--- config.mk ---
export PLATFORM = sky130hd
export DESIGN_NAME = rv32i_ram
export DESIGN_NICKNAME = d
export VERILOG_FILES = /design/src/hw/rtl/rv32i_ram.sv
export SDC_FILE = /design/constraint.sdc
export NUM_CORES = 1
export LEC_CHECK = 0
export BUFFER_PORTS_ARGS = -buffer_cell sky130_fd_sc_hd__buf_2
export CAP_MARGIN = 30
export CORE_MARGIN = 2
export CORE_UTILIZATION = 30
export CTS_CLUSTER_SIZE = 20
export DETAILED_ROUTE_END_ITERATION = 8
export HOLD_SLACK_MARGIN = 0.12
export PLACE_DENSITY_LB_ADDON = 0.08
export SYNTH_ARGS = -nofsm -noshare
export SYNTH_HDL_FRONTEND = slang
export SYNTH_SLANG_ARGS = --single-unit
--- constraint.sdc ---
create_clock -name clk -period 2.1 [get_ports clk]
set_input_delay 0 -clock clk [delete_from_list [all_inputs] [get_ports clk]]
set_output_delay 0 -clock clk [all_outputs]
set_load 0.02 [all_outputs]
--- src/hw/rtl/rv32i_ram.sv ---
// ----------------------------------------------------------------------------
// Generic RAM
// One write port, one read port with enable and registered read data.
// ----------------------------------------------------------------------------
module rv32i_ram #(
    parameter int WIDTH = 8,
    parameter int DEPTH = 16
) (
    input  logic                     clk,
    input  logic                     we,
    input  logic [$clog2(DEPTH)-1:0] waddr,
    input  logic [WIDTH-1:0]         wdata,
    input  logic                     re,
    input  logic [$clog2(DEPTH)-1:0] raddr,
    output logic [WIDTH-1:0]         rdata
);

    logic [WIDTH-1:0] mem [DEPTH];

    always_ff @(posedge clk)
    begin
        if (we)
        begin
            mem[waddr] <= wdata;
        end
        if (re)
        begin
            rdata <= mem[raddr];
        end
    end

endmodule

Word-level counts from Yosys, hierarchy flattened
Memory sizes are Yosys's and may differ from the RTL's. A register that Yosys moved wholly into a read port is not among the register bits.
Index checks and enable logic that the tools add are counted.
W data, S select, Z words.

word-level totals
  bits in registers = 0
  bits in writable memories = 128
  bits of input ports = 19
  output and inout bits = 8
  logic and storage cells = 3
  memories kept = 1

cells by class
  mux-type cells = 2

memories
  memory  words  width  read ports  clocked after Yosys merged registers in  wr ports  line  text
  mem     16     8      1           1                                        1         18    logic [WIDTH-1:0] mem [DEPTH];

operator list
  operator  count
  $mux W1   2

Depth between registers and ports, before layout
  depth in word-level cells = 2
  depth in mapped cells = 5
  gate-level depth less buffers = 3

Worst setup path before layout
No wires, ideal clock.

  path kind = input to register
  start = input waddr[2]
  end = memory mem[0][0] (enable)
  setup time = 0.383 ns
  arrival = 1.110 ns
  required time = 1.717 ns
  slack = 0.607 ns
  stages = 2
  buffers on the path = 0
  cells stage by stage = or3b_2 -> nor3_1

RTL lines
  item         line  text
  from (decl)  11    input logic [$clog2(DEPTH)-1:0] waddr,
  to (decl)    18

No word-level cell before the write port.

Worst setup path after layout
  start = input waddr[3]
  end = memory mem[2][0] (enable)

No word-level cell before the write port.

==> metrics <==
most utilized layer in the global route result=met2; total setup violations reported at the end of the flow=0; maximum fanout along the worst path=5; CTS tree=yes; clk sinks=between 100 and 150; RSZ-0062 raised after global routing=false; pin count of the biggest net entering global routing=33; count of filler cells inserted in the layout=approximately 1600; root cell of the clock tree=sky130_fd_sc_hd__clkbuf_16; fraction of final layout cells with drive strength greater than 1=between 30% and 40%; initial cell density of the core=~30%; Max Clock Freq=approximately 0.63 GHz; cell count after synthesis=about 230; Worst Skew=~0.0067 ns; Hold Crit Class=input pin to flop; share of the core filled with cells=~37%; half-perimeter wire length after placement=between 7000 and 8000 um; met2 layer usage reported by global route=20.9%; routed vias/inst=about 4.7; capture instance of the worst register-to-register path=rdata[1]; start of the worst register-to-register path=mem[5][1]; grt ovf=0; drt pass-1 iters=4; Crit path required time=approximately 2.2 ns; count of antenna-violating nets left after detailed routing=0; global-route wire length before repair=about 17000 um; syn nets=around 250; VDD IR max=roughly 0.55 mV; area after detailed placement=around 5800 um^2; number of remaining DRC errors=0; Avg Synthesized Cell Area=about 23 um^2; source of the worst hold timing path=waddr[2]; Final GP Congestion=0.699; library cells used by synthesis=18; vias in the first global route=between 2000 and 3000; CP Launch Type=input pin; Placeable Area=around 17000 um^2; share of the clock period used by the worst path=between 70% and 80%; total via count in the routed design=roughly 2500; Die Ht=about 140 um; number of violations reported at the end of detailed-routing iteration 0=roughly 240; maximum capacitance violations=0; Layout area overhead=23.1%; total non-filler cell area in the finished layout=~6400 um^2; number of synthesized register bits=136; clock latency on the worst-skew pair=0.41 ns; multi-input gate area in the final layout=between 1000 and 1500 um^2; Fin. Hold Viols=0; Rel. slew slack=between 70% and 80%; Num CTS Buffers=17; register area=4080 um^2; all-layer global routing usage=roughly 14%; data arrival time of the critical path=about 1.7 ns; proportion of synthesized chip area in sequential cells=approximately 78%; total routed wirelength=11800 um; Cell Rows=48; flop-to-flop setup slack=about 0.55 ns; total of buffers placed on input and output ports=26; R2R depth=3; deepest level of the CTS H-tree=4; category of the critical setup timing path=input pin to flop; grt met3 use=4.70%; worst slew pin tran=roughly 0.43 ns; clock transition at the registers of the reported paths=approximately 0.050 ns; final net count=between 300 and 400; critical path endpoint category=flop; Ports=27; leakage power=around 0.0022 uW; Hold EP=mem[3][6]; time the worst path needs with I/O delays and setup=1.58 ns; TNS Setup=0 ns; Synth warnings=0; initial antenna violation count=0; cell count of the worst hold path=3; Die X-Extent=between 100 and 150 um; Avg WL per Cell=21.9 um; cell area after synthesis=5230 um^2; Power Density=about 970 nW/um^2; routing usage on met1=about a fifth; Max Slew Vio Count=0; result of the run=finished, final reports clean; worst-case clock buffer depth=2; area of the die=18500 um^2; # diodes=0
-- where the power goes --
group,internal [uW],total (uW),leakage [uW],switching [uW]
Combinational,135,323,0.000657,188
Sequential,3060,3080,0.00124,15.8
Clock,1840,2870,0.000279,1030
-- how the worst max path moves through the flow --
stage | start | end | slack (ns) | cells after the start
final | waddr[3] | mem[2][0] | 0.52 | 5
after global routing | waddr[3] | mem[3][7] | 0.48 | 5
after CTS | waddr[3] | mem[2][5] | 0.52 | 5
after detailed placement | raddr[0] | rdata[3] | 0.40 | 5
after global placement | raddr[0] | rdata[3] | 0.41 | 5
after floorplan | waddr[2] | mem[0][0] | 0.61 | 2
-- registers in the layout, indices dropped and copies added, names as in the netlist --
name and count:
mem 128, rdata 8
-- critical path, cell delays in order --
cell,delay [ns]
sky130_fd_sc_hd__dlygate4sd3_1,0.53
sky130_fd_sc_hd__buf_2,0.13
sky130_fd_sc_hd__or3b_2,0.51
sky130_fd_sc_hd__nor2_1,0.30
sky130_fd_sc_hd__buf_4,0.24
-- cells in the final DEF (no fill, tap or decap), drive strengths merged --
cell / n
a22oi: 16
and2: 1
and2b: 1
buf: 51
bufinv: 3
clkbuf: 21
clkinv: 7
clkinvlp: 1
dlygate4sd3: 10
edfxtp: 136
mux4: 32
nand2: 9
nand2b: 2
nand3: 1
nand3b: 2
nor2: 13
nor2b: 1
nor3: 4
or3b: 1
-- timing repair --
| action | in CTS | in global routing |
|---|---|---|
| setup endpoints to repair | 0 | 0 |
| hold buffers | 10 | 0 |
| gates resized for setup | 0 | 0 |
| setup buffers | 0 | 0 |
| hold endpoints to repair | 137 | 0 |
-- kinds of logic (layout without fill, tap and decap cells) --
logic type	after synthesis	after routing	share of synthesized area, %
flip-flops	136	136	78.1
AO/OA/AOI/OAI	16	16	2.30
multiplexers	32	32	14.8
AND/OR/NAND/NOR	35	35	3.14
buffers and inverters	10	93	1.65
-- stage by stage --
stage	hold WS, ns	worst slack (ns)	std cells	power [uW]
floorplan	0.0989	0.607	229	3300
global placement	0.395	0.406	495	3450
detailed placement	0.407	0.402	495	3450
CTS	0.125	0.518	537	6360
global route	0.134	0.479	537	6520
finish	0.153	0.520	537	6270
-- layout make-up --
cell class,instances,share of cell area [%]
sequential,136,63.5
multi-input combinational,83,16.4
timing repair buffer,61,6.88
clock buffer,21,6.84
tap,225,4.37
clock inverter,11,2.02
-- cell usage after synthesis --
library cell / instances / area [um^2]
sky130_fd_sc_hd__clkdlybuf4s25_2: 3 / 30.0
sky130_fd_sc_hd__buf_4: 1 / 7.51
sky130_fd_sc_hd__nor2b_1: 1 / 6.26
sky130_fd_sc_hd__buf_2: 3 / 15.0
sky130_fd_sc_hd__a22oi_1: 16 / 120
sky130_fd_sc_hd__nand2_1: 9 / 33.8
sky130_fd_sc_hd__mux4_1: 14 / 368
sky130_fd_sc_hd__nor2_1: 13 / 48.8
sky130_fd_sc_hd__and2_1: 1 / 6.26
sky130_fd_sc_hd__nand3_1: 1 / 5.00
sky130_fd_sc_hd__nand2b_1: 2 / 12.5
sky130_fd_sc_hd__mux4_2: 18 / 405
sky130_fd_sc_hd__nand3b_1: 2 / 15.0
sky130_fd_sc_hd__buf_6: 3 / 33.8
sky130_fd_sc_hd__edfxtp_1: 136 / 4080
sky130_fd_sc_hd__nor3_1: 4 / 20.0
sky130_fd_sc_hd__and2b_1: 1 / 7.51
sky130_fd_sc_hd__or3b_2: 1 / 8.76
-- layer usage --
metal  part of all wire (%)  vias to the layer above
met5                      0                        -
met4                    1.1                        0
met3                    4.0                        9
met2                     47                       60
met1                     48                     1322
li1                       -                     1120
Note: power is estimated with default switching activity, not from simulation.
